==> config.mk <==
export PLATFORM = sky130hd
export DESIGN_NAME = signature_region_carver
export DESIGN_NICKNAME = d
export VERILOG_FILES = /design/src/rtl/src_pkg.sv /design/src/rtl/src_cell.sv /design/src/rtl/src_match.sv /design/src/rtl/signature_region_carver.sv
export VERILOG_INCLUDE_DIRS = /design/src /design/src/rtl
export SDC_FILE = /design/constraint.sdc
export NUM_CORES = 2
export LEC_CHECK = 0
export ABC_CLOCK_PERIOD_IN_PS = 11000
export BUFFER_PORTS_ARGS = -buffer_cell sky130_fd_sc_hd__buf_2
export CAP_MARGIN = 10
export CORE_MARGIN = 1.5
export CORE_UTILIZATION = 40
export DETAILED_ROUTE_END_ITERATION = 12
export PLACE_DENSITY_LB_ADDON = 0.1
export SYNTH_ARGS = -nofsm -noshare
export SYNTH_HDL_FRONTEND = slang
export SYNTH_SLANG_ARGS = --single-unit
==> constraint.sdc <==
create_clock -name clk -period 11 [get_ports clk]
set_input_delay 1.1 -clock clk [delete_from_list [all_inputs] [get_ports clk]]
set_output_delay 1.1 -clock clk [all_outputs]
set_load 0.005 [all_outputs]
==> src/rtl/signature_region_carver_defines.svh <==
// Assertion macros shared by the signature region carver RTL.
`ifndef SIGNATURE_REGION_CARVER_DEFINES_SVH
`define SIGNATURE_REGION_CARVER_DEFINES_SVH

// Same-cycle implication, checked outside reset.
`define SRC_ASSERT_IMP(label, ante, cons, msg) \
    label: assert property (@(posedge clk) disable iff (!rst_n) (ante) |-> (cons)) \
        else $error(msg);

// Next-cycle implication, checked outside reset.
`define SRC_ASSERT_NXT(label, ante, cons, msg) \
    label: assert property (@(posedge clk) disable iff (!rst_n) (ante) |=> (cons)) \
        else $error(msg);

`endif

==> src/rtl/src_pkg.sv <==
// Types and constants of the signature region carver.
package src_pkg;

    localparam int CFG_IDX_W  = 3;
    localparam int CFG_DATA_W = 64;
    localparam int LEN_W      = 5;
    localparam int DIST_W     = 4;

    localparam logic [CFG_IDX_W-1:0] REG_HEAD_LOW  = 3'd0;
    localparam logic [CFG_IDX_W-1:0] REG_HEAD_HIGH = 3'd1;
    localparam logic [CFG_IDX_W-1:0] REG_HEAD_LEN  = 3'd2;
    localparam logic [CFG_IDX_W-1:0] REG_TAIL_PAT  = 3'd3;
    localparam logic [CFG_IDX_W-1:0] REG_TAIL_LEN  = 3'd4;

    localparam logic [1:0] ST_FOUND     = 2'd0;
    localparam logic [1:0] ST_HEAD_MISS = 2'd1;
    localparam logic [1:0] ST_TAIL_MISS = 2'd2;

    typedef struct packed {
        logic [7:0] data_byte;
        logic       last_byte;
    } in_beat_t;

    typedef struct packed {
        logic [1:0]  status;
        logic [31:0] region_start;
        logic [31:0] region_length;
        logic        stream_end;
    } out_beat_t;

    typedef struct packed {
        logic              head_hit;
        logic              tail_hit;
        logic              early_hit;
        logic [DIST_W-1:0] early_dd;
    } match_t;

endpackage

==> src/rtl/src_cell.sv <==
// One window cell: holds a stream byte, passes it on, compares it to every signature byte.
module src_cell
    import src_pkg::*;
#(
    parameter int HEAD_N = 10,
    parameter int TAIL_N = 8
)
(
    input  logic                    clk,
    input  logic                    rst_n,
    input  logic                    shift,
    input  logic [7:0]              byte_in,
    output logic [7:0]              byte_out,
    input  logic [HEAD_N-1:0][7:0]  head_bytes,
    input  logic [TAIL_N-1:0][7:0]  tail_bytes,
    output logic [HEAD_N-1:0]       head_eq,
    output logic [TAIL_N-1:0]       tail_eq
);

    logic [7:0] byte_reg;

    always_ff @(posedge clk or negedge rst_n)
    begin
        if (!rst_n)
        begin
            byte_reg <= 8'd0;
        end
        else if (shift)
        begin
            byte_reg <= byte_in;
        end
    end

    assign byte_out = byte_reg;

    always_comb
    begin
        for (int i = 0; i < HEAD_N; i++)
        begin
            head_eq[i] = (byte_reg == head_bytes[i]);
        end
        for (int j = 0; j < TAIL_N; j++)
        begin
            tail_eq[j] = (byte_reg == tail_bytes[j]);
        end
    end

endmodule

==> src/rtl/src_match.sv <==
// Combines the cells' byte compares into head and tail hits for the current lengths.
module src_match
    import src_pkg::*;
#(
    parameter int HEAD_N = 10,
    parameter int TAIL_N = 8
)
(
    input  logic [HEAD_N-1:0][HEAD_N-1:0] head_eq,
    input  logic [HEAD_N-1:0][TAIL_N-1:0] tail_eq,
    input  logic [LEN_W-1:0]              head_span,
    input  logic [LEN_W-1:0]              tail_span,
    output match_t                        hits
);

    localparam int IDX_W = (HEAD_N > 1) ? $clog2(HEAD_N) : 1;

    logic [HEAD_N-1:0] head_at;
    logic [HEAD_N-1:0] tail_at;
    logic [LEN_W-1:0]  head_last;
    logic [LEN_W-1:0]  tail_last;

    assign head_last = head_span - LEN_W'(1);
    assign tail_last = tail_span - LEN_W'(1);

    // head_at[h]: a head of h+1 bytes ends at the newest cell
    // tail_at[dd]: a tail of tail_span bytes starts dd cells back
    always_comb
    begin
        for (int h = 0; h < HEAD_N; h++)
        begin
            head_at[h] = 1'b1;
            for (int i = 0; i < HEAD_N; i++)
            begin
                if (i <= h)
                begin
                    head_at[h] = head_at[h] & head_eq[h - i][i];
                end
            end
        end
        for (int dd = 0; dd < HEAD_N; dd++)
        begin
            tail_at[dd] = 1'b1;
            for (int i = 0; i < TAIL_N; i++)
            begin
                if (LEN_W'(i) < tail_span)
                begin
                    if (i <= dd)
                    begin
                        tail_at[dd] = tail_at[dd] & tail_eq[dd - i][i];
                    end
                    else
                    begin
                        tail_at[dd] = 1'b0;
                    end
                end
            end
        end
    end

    // earliest tail at or after the head start: largest distance wins
    always_comb
    begin
        hits.head_hit  = head_at[head_last[IDX_W-1:0]];
        hits.tail_hit  = tail_at[tail_last[IDX_W-1:0]];
        hits.early_hit = 1'b0;
        hits.early_dd  = '0;
        for (int dd = 0; dd < HEAD_N; dd++)
        begin
            if ((LEN_W'(dd) >= tail_last) && (LEN_W'(dd) < head_span) && tail_at[dd])
            begin
                hits.early_hit = 1'b1;
                hits.early_dd  = DIST_W'(dd);
            end
        end
    end

endmodule

==> src/rtl/signature_region_carver.sv <==
// Top level of the signature region carver: cell chain, offset tracking, result register.
//
//   beat      | dir | handshake              | payload
//   in_data   | in  | in_valid / in_stall    | data_byte, last_byte
//   out_data  | out | out_valid / out_stall  | status, region_start, region_length, stream_end
//   cfg       | in  | cfg_we                 | cfg_index, cfg_data
//
// One byte per cycle while in_stall is low; a byte passes the cell chain, then the result register.
// The cell chain shifts on each accepted beat; the match stage reads it, held while out_stall blocks.
// Reset clears the window, offset, search state and patterns, lengths to 1; no clearing pass.
// An output stall holds a valid result; a beat is still taken while the match stage is empty.
`include "signature_region_carver_defines.svh"

module signature_region_carver
    import src_pkg::*;
#(
    parameter int MAX_HEAD_LEN = 10,
    parameter int MAX_TAIL_LEN = 8,
    parameter int OFFSET_BITS  = 32
)
(
    input  logic                  clk,
    input  logic                  rst_n,
    input  logic                  in_valid,
    output logic                  in_stall,
    input  in_beat_t              in_data,
    output logic                  out_valid,
    input  logic                  out_stall,
    output out_beat_t             out_data,
    input  logic                  cfg_we,
    input  logic [CFG_IDX_W-1:0]  cfg_index,
    input  logic [CFG_DATA_W-1:0] cfg_data
);

    localparam int OB       = OFFSET_BITS;
    localparam int TAIL_CAP = (MAX_TAIL_LEN < MAX_HEAD_LEN) ? MAX_TAIL_LEN : MAX_HEAD_LEN;

    logic [63:0] head_pattern_low_reg;
    logic [15:0] head_pattern_high_reg;
    logic [3:0]  head_length_reg;
    logic [63:0] tail_pattern_reg;
    logic [3:0]  tail_length_reg;

    always_ff @(posedge clk or negedge rst_n)
    begin
        if (!rst_n)
        begin
            head_pattern_low_reg  <= '0;
            head_pattern_high_reg <= '0;
            head_length_reg       <= 4'd1;
            tail_pattern_reg      <= '0;
            tail_length_reg       <= 4'd1;
        end
        else if (cfg_we)
        begin
            case (cfg_index)
                REG_HEAD_LOW:  head_pattern_low_reg  <= cfg_data;
                REG_HEAD_HIGH: head_pattern_high_reg <= cfg_data[15:0];
                REG_HEAD_LEN:  head_length_reg       <= cfg_data[3:0];
                REG_TAIL_PAT:  tail_pattern_reg      <= cfg_data;
                REG_TAIL_LEN:  tail_length_reg       <= cfg_data[3:0];
                default:       ;
            endcase
        end
    end

    logic [LEN_W-1:0] head_span;
    logic [LEN_W-1:0] tail_span;

    always_comb
    begin
        head_span = {1'b0, head_length_reg};
        if (head_span == '0)
        begin
            head_span = LEN_W'(1);
        end
        if (head_span > LEN_W'(MAX_HEAD_LEN))
        begin
            head_span = LEN_W'(MAX_HEAD_LEN);
        end
        tail_span = {1'b0, tail_length_reg};
        if (tail_span == '0)
        begin
            tail_span = LEN_W'(1);
        end
        if (tail_span > LEN_W'(TAIL_CAP))
        begin
            tail_span = LEN_W'(TAIL_CAP);
        end
    end

    logic [MAX_HEAD_LEN-1:0][7:0] head_bytes;
    logic [MAX_TAIL_LEN-1:0][7:0] tail_bytes;

    for (genvar i = 0; i < MAX_HEAD_LEN; i++)
    begin : g_head_byte
        if (i < 8)
        begin : g_low
            assign head_bytes[i] = head_pattern_low_reg[8*i +: 8];
        end
        else if (i < 10)
        begin : g_high
            assign head_bytes[i] = head_pattern_high_reg[8*(i-8) +: 8];
        end
        else
        begin : g_zero
            assign head_bytes[i] = 8'd0;
        end
    end

    for (genvar j = 0; j < MAX_TAIL_LEN; j++)
    begin : g_tail_byte
        assign tail_bytes[j] = tail_pattern_reg[8*j +: 8];
    end

    // handshake and stage control
    logic a_valid_reg;
    logic a_last_reg;
    logic r_valid_reg;
    logic b_go;
    logic in_take;

    assign b_go     = a_valid_reg && (!r_valid_reg || !out_stall);
    assign in_stall = a_valid_reg && !b_go;
    assign in_take  = in_valid && !in_stall;

    // cell chain, newest byte in cell 0
    logic [MAX_HEAD_LEN-1:0][7:0]              chain_bytes;
    logic [MAX_HEAD_LEN-1:0][MAX_HEAD_LEN-1:0] head_eq;
    logic [MAX_HEAD_LEN-1:0][MAX_TAIL_LEN-1:0] tail_eq;

    for (genvar k = 0; k < MAX_HEAD_LEN; k++)
    begin : g_cell
        logic [7:0] feed;
        if (k == 0)
        begin : g_first
            assign feed = in_data.data_byte;
        end
        else
        begin : g_next
            assign feed = chain_bytes[k-1];
        end
        src_cell #(
            .HEAD_N (MAX_HEAD_LEN),
            .TAIL_N (MAX_TAIL_LEN)
        ) u_cell (
            .clk        (clk),
            .rst_n      (rst_n),
            .shift      (in_take),
            .byte_in    (feed),
            .byte_out   (chain_bytes[k]),
            .head_bytes (head_bytes),
            .tail_bytes (tail_bytes),
            .head_eq    (head_eq[k]),
            .tail_eq    (tail_eq[k])
        );
    end

    match_t hits;

    src_match #(
        .HEAD_N (MAX_HEAD_LEN),
        .TAIL_N (MAX_TAIL_LEN)
    ) u_match (
        .head_eq   (head_eq),
        .tail_eq   (tail_eq),
        .head_span (head_span),
        .tail_span (tail_span),
        .hits      (hits)
    );

    // byte offset, saturating
    logic [OB-1:0] byte_offset_reg;
    logic [OB-1:0] p_reg;

    always_ff @(posedge clk or negedge rst_n)
    begin
        if (!rst_n)
        begin
            byte_offset_reg <= '0;
            a_valid_reg     <= 1'b0;
            a_last_reg      <= 1'b0;
            p_reg           <= '0;
        end
        else
        begin
            if (in_take)
            begin
                p_reg      <= byte_offset_reg;
                a_last_reg <= in_data.last_byte;
                if (in_data.last_byte)
                begin
                    byte_offset_reg <= '0;
                end
                else if (byte_offset_reg != {OB{1'b1}})
                begin
                    byte_offset_reg <= byte_offset_reg + OB'(1);
                end
            end
            if (in_take)
            begin
                a_valid_reg <= 1'b1;
            end
            else if (b_go)
            begin
                a_valid_reg <= 1'b0;
            end
        end
    end

    // match stage
    logic          seeking_reg;
    logic [OB-1:0] head_offset_reg;
    logic [OB-1:0] search_from_reg;

    logic [OB-1:0] head_back;
    logic [OB-1:0] tail_back;
    logic [OB-1:0] head_start;
    logic [OB-1:0] tail_start;
    logic [OB-1:0] early_start;
    logic          head_ok;
    logic          tail_ok;
    logic          found;
    logic [OB-1:0] ts;
    logic [OB-1:0] head_sel;
    logic          seek_now;
    logic [OB:0]   region_len;

    assign head_back   = OB'(head_span - LEN_W'(1));
    assign tail_back   = OB'(tail_span - LEN_W'(1));
    assign head_start  = p_reg - head_back;
    assign tail_start  = p_reg - tail_back;
    assign early_start = p_reg - OB'(hits.early_dd);

    assign head_ok = !seeking_reg && hits.head_hit && (p_reg >= head_back)
                     && (head_start >= search_from_reg);
    assign tail_ok = seeking_reg && hits.tail_hit && (p_reg >= tail_back)
                     && (tail_start >= search_from_reg);

    assign found      = tail_ok || (head_ok && hits.early_hit);
    assign ts         = tail_ok ? tail_start : early_start;
    assign head_sel   = head_ok ? head_start : head_offset_reg;
    assign seek_now   = seeking_reg || head_ok;
    assign region_len = (OB+1)'(ts) + (OB+1)'(tail_span) - (OB+1)'(head_sel);

    always_ff @(posedge clk or negedge rst_n)
    begin
        if (!rst_n)
        begin
            seeking_reg     <= 1'b0;
            head_offset_reg <= '0;
            search_from_reg <= '0;
            r_valid_reg     <= 1'b0;
        end
        else
        begin
            if (b_go)
            begin
                if (a_last_reg)
                begin
                    seeking_reg     <= 1'b0;
                    head_offset_reg <= '0;
                    search_from_reg <= '0;
                end
                else if (found)
                begin
                    seeking_reg     <= 1'b0;
                    head_offset_reg <= head_sel;
                    search_from_reg <= ts;
                end
                else if (head_ok)
                begin
                    seeking_reg     <= 1'b1;
                    head_offset_reg <= head_start;
                    search_from_reg <= head_start;
                end
                r_valid_reg <= found || a_last_reg;
            end
            else if (!out_stall)
            begin
                r_valid_reg <= 1'b0;
            end
        end
    end

    out_beat_t r_data_reg;
    out_beat_t r_data_next;

    always_comb
    begin
        r_data_next.status        = ST_FOUND;
        r_data_next.region_start  = 32'(head_sel);
        r_data_next.region_length = 32'(region_len);
        r_data_next.stream_end    = a_last_reg;
        if (!found)
        begin
            r_data_next.status        = seek_now ? ST_TAIL_MISS : ST_HEAD_MISS;
            r_data_next.region_start  = seek_now ? 32'(head_sel) : 32'd0;
            r_data_next.region_length = 32'd0;
            r_data_next.stream_end    = 1'b1;
        end
    end

    always_ff @(posedge clk)
    begin
        if (b_go)
        begin
            r_data_reg <= r_data_next;
        end
    end

    assign out_valid = r_valid_reg;
    assign out_data  = r_data_reg;

    `SRC_ASSERT_IMP(a_stall_needs_item, !a_valid_reg, !in_stall,
        "input stalled with the match stage empty")
    `SRC_ASSERT_NXT(a_last_gives_result, b_go && a_last_reg,
        r_valid_reg && r_data_reg.stream_end, "stream end produced no closing result")
    `SRC_ASSERT_NXT(a_last_clears_search, b_go && a_last_reg,
        !seeking_reg && (search_from_reg == '0) && (head_offset_reg == '0),
        "search state not cleared at stream end")
    `SRC_ASSERT_IMP(a_seek_from_head, seeking_reg, search_from_reg == head_offset_reg,
        "tail search does not start at the pending head")

endmodule

==> summary.md <==
| Metric | Value |
|---|---|
| Status | `complete, but fails checks` |
| Failing checks | `design-rule violations` |
| HP Class | `input pin to async pin` |
| Final Cycle Share | `93.0%` |
| Cts bufs inserted | `51` |
| Busiest layer in global routing | `met2` |
| Synth Register Bits | `431` |
| GRT overflow | `0` |
| Critical path class | `register to register` |
| P_leak | `17.3 nW` |
| Die Area | `0.0914 mm2` |
| Largest vdd supply drop | `0.196 mV` |
| Unrepaired setup endpoints after global routing | `no` |
| Nets | `4,098` |
| Post-route ant nets | `0` |
| Area grow syn2layout | `9.94%` |
| Most used cell, CP | `ha_1` |
| First-pass DRT Iterations | `12` |
| Final GP Congestion | `1.07` |
| Starting density of the core | `40.5%` |
| DRT iter0 DRCs | `2,498` |
| Primary FF master, synth | `dfrtp_1` |
| Slew of the pin with the lowest slew margin | `1150 ps` |
| IO Port Bufs | `149` |
| Max-slew headroom | `22.9%` |
| Mapped Cells | `3,767` |
| Clock Sink Count | `431` |
| DP Wirelength | `105,000 um` |
| CTS clk-pin slew, worst paths | `60 ps` |
| DR WL/cell | `28.5 um` |
| Via density | `5.86` |
| Residual DRC | `18` |
| Initial antenna violation count | `6` |
| Longest Clk Path Bufs | `3` |
| FMAX | `97.7 MHz` |
| CORE AREA | `0.0885 mm2` |
| CP required | `11,370 ps` |
| Final Hold Viols | `0` |
| Clk_lat worst skew | `650 ps` |
| Vias in the first global route | `29,100` |
| Count leader, synth | `xor2_1` |
| CTS H-Tree Depth | `2` |
| Synthesized area | `0.0358 mm2` |
| Final setup fails | `0` |
| Die X | `302 um` |
| Setup TNS | `0 ps` |
| Met2 Use GR | `52.7%` |
| CP max-delay cell | `nor4_1` |
| Gr usage total | `31.1%` |
| Max reg flops | `80` |
| TritonCTS clock tree | `built` |
| Die Y-Extent | `302 um` |
| Post-synth top area share | `25.3%` |
| Total wire length | `143,000 um` |
| Synth Warn # | `0` |
| Arrival time worst endpoint | `10,610 ps` |
| Ratio of cells with drive above 1 in the final layout | `16.9%` |
| Root Buffer | `clkbuf_16` |
| M1 GR Usage | `36.7%` |
| Crit Path Max Fanout | `38` |
| Biggest area consumer among synthesized cells | `dfrtp_1` |
| Post-CTS setup buffer count | `0` |
| Top Ports | `150` |
| Async SR Flop Fraction | `84.5%` |
| Area contributors post-synth | `dfrtp_1 25%, xor2_1 17%, mux2_2 8.7%` |
| Total of max-cap violations | `0` |
| Site Rows | `109` |
| R2R setup slack | `760 ps` |
| Final Max Slew Viols | `0` |
| Worst setup EP type | `register` |
| Avg Cell Area, Syn | `9.51 um2` |
| Netlist cell types | `91` |
| Vias | `29,400` |
| Max incr delay on CP | `550 ps` |
| First-pass GRT wire length | `206,000 um` |
| GR Util met3 | `5.40%` |
| Most instantiated cells after synthesis | `704 x xor2_1, 362 x dfrtp_1, 278 x mux2_2, 275 x xnor2_1, 198 x ha_1` |
| R2r worst-path depth | `35` |
| Startpoint Class | `register` |
| Pwr dens | `237 mW/mm2` |
| Layout Skew | `24.7 ps` |
| Sequential share of the synthesized area | `31.0%` |
| Total chip power | `0.00935 W` |
| Number of synthesized flops with an enable pin | `67` |
| Fin crit period | `10,240 ps` |
| Pin count of the biggest net entering global routing | `131` |
-- layout make-up --
cell class	instances	area (um2)
multi-input cells	2994	23200
clock inverters	31	384
flip-flops and latches	431	11100
fillers	8674	49100
well taps	1165	1460
diodes	1	2.50
clock buffers	62	1370
inverters	87	329
repair buffers	247	1520
-- worst max-delay path: cells and delay by family, from the launching register on --
kind	cells	cell delay (ps)
AOI/OAI and AO/OA	14	3470
and+or+nand+nor	9	2160
adders and majority gates	6	2050
xor gates and xnor gates	4	1040
DFF	1	450
buffers and inverters	1	420
muxes	1	350
-- per-stage QoR --
stage	util, %	worst slack, ps	hold slack (ps)	area [um2]	std cells
after floorplan	-	2160	450	36000	3821
after global placement	42.5	1220	463	37600	4923
after detailed placement	42.5	868	471	37600	4923
after CTS	44.5	811	485	39400	5016
after global routing	44.5	158	501	39400	5017
final	44.5	765	466	39400	5018
-- worst paths after layout --
kind,from,to
max reg2reg,head_length_reg[2],out_data[32]
min reg2reg,head_offset_reg[14],head_offset_reg[14]
min,rst_n,a_valid_reg
min in group clk,head_offset_reg[14],head_offset_reg[14]
max in group asynchronous,rst_n,head_pattern_low_reg[2]
max,head_length_reg[2],out_data[32]
-- timing repair --
action	in CTS	in global routing
hold buffers	0	0
hold endpoints to repair	0	0
resized for setup	0	1
setup endpoints to repair	0	2
-- power by group --
| group | internal (W) | switching [W] | total, W | leakage (nW) |
|---|---|---|---|---|
| sequential | 0.00192 | 0.000965 | 0.00288 | 5.24 |
| combinational | 0.00198 | 0.00269 | 0.00467 | 11.2 |
| clock | 0.00106 | 0.000746 | 0.00180 | 0.866 |
| total | 0.00495 | 0.00440 | 0.00935 | 17.3 |
-- routing by layer --
metal  up-vias  wire length [um]
li1      13200                 -
met2      1257             68300
met5         -                13
met4         2             10400
met3       510              9960
met1     14500             54400
-- layout by cell type, fill, tap and decap left out, drive strengths merged, types with 7 or more instances in the layout --
master / count
ha: 198
clkbuf: 62
o211ai: 11
nand2: 177
nor2b: 24
clkinv: 22
dfrtp: 362
nand4: 97
nor3: 51
nand3: 53
o21bai: 7
xnor2: 276
mux2: 278
mux2i: 57
a21o: 55
nor2: 188
a21oi: 155
and2: 17
conb: 55
fa: 7
nor4: 189
bufinv: 7
buf: 247
a31oi: 16
o21a: 32
and3: 22
nand2b: 24
or3: 12
o21ai: 147
and4: 12
xor2: 704
edfxtp: 67
inv: 87
a211oi: 17
-- cell families (layout without fill, tap and decap cells) --
family | count (synthesis) | after routing | share of synthesized area [%]
xor+xnor | 981 | 981 | 24.1
simple gates | 899 | 899 | 13.3
compound gates | 517 | 517 | 8.91
flops | 431 | 431 | 31.0
buf+inv | 396 | 427 | 4.91
mux | 336 | 336 | 10.4
fa+ha+maj | 206 | 206 | 7.34
other cells | 1 | 56 | 0.0105
(Power assumes the default switching activity.)
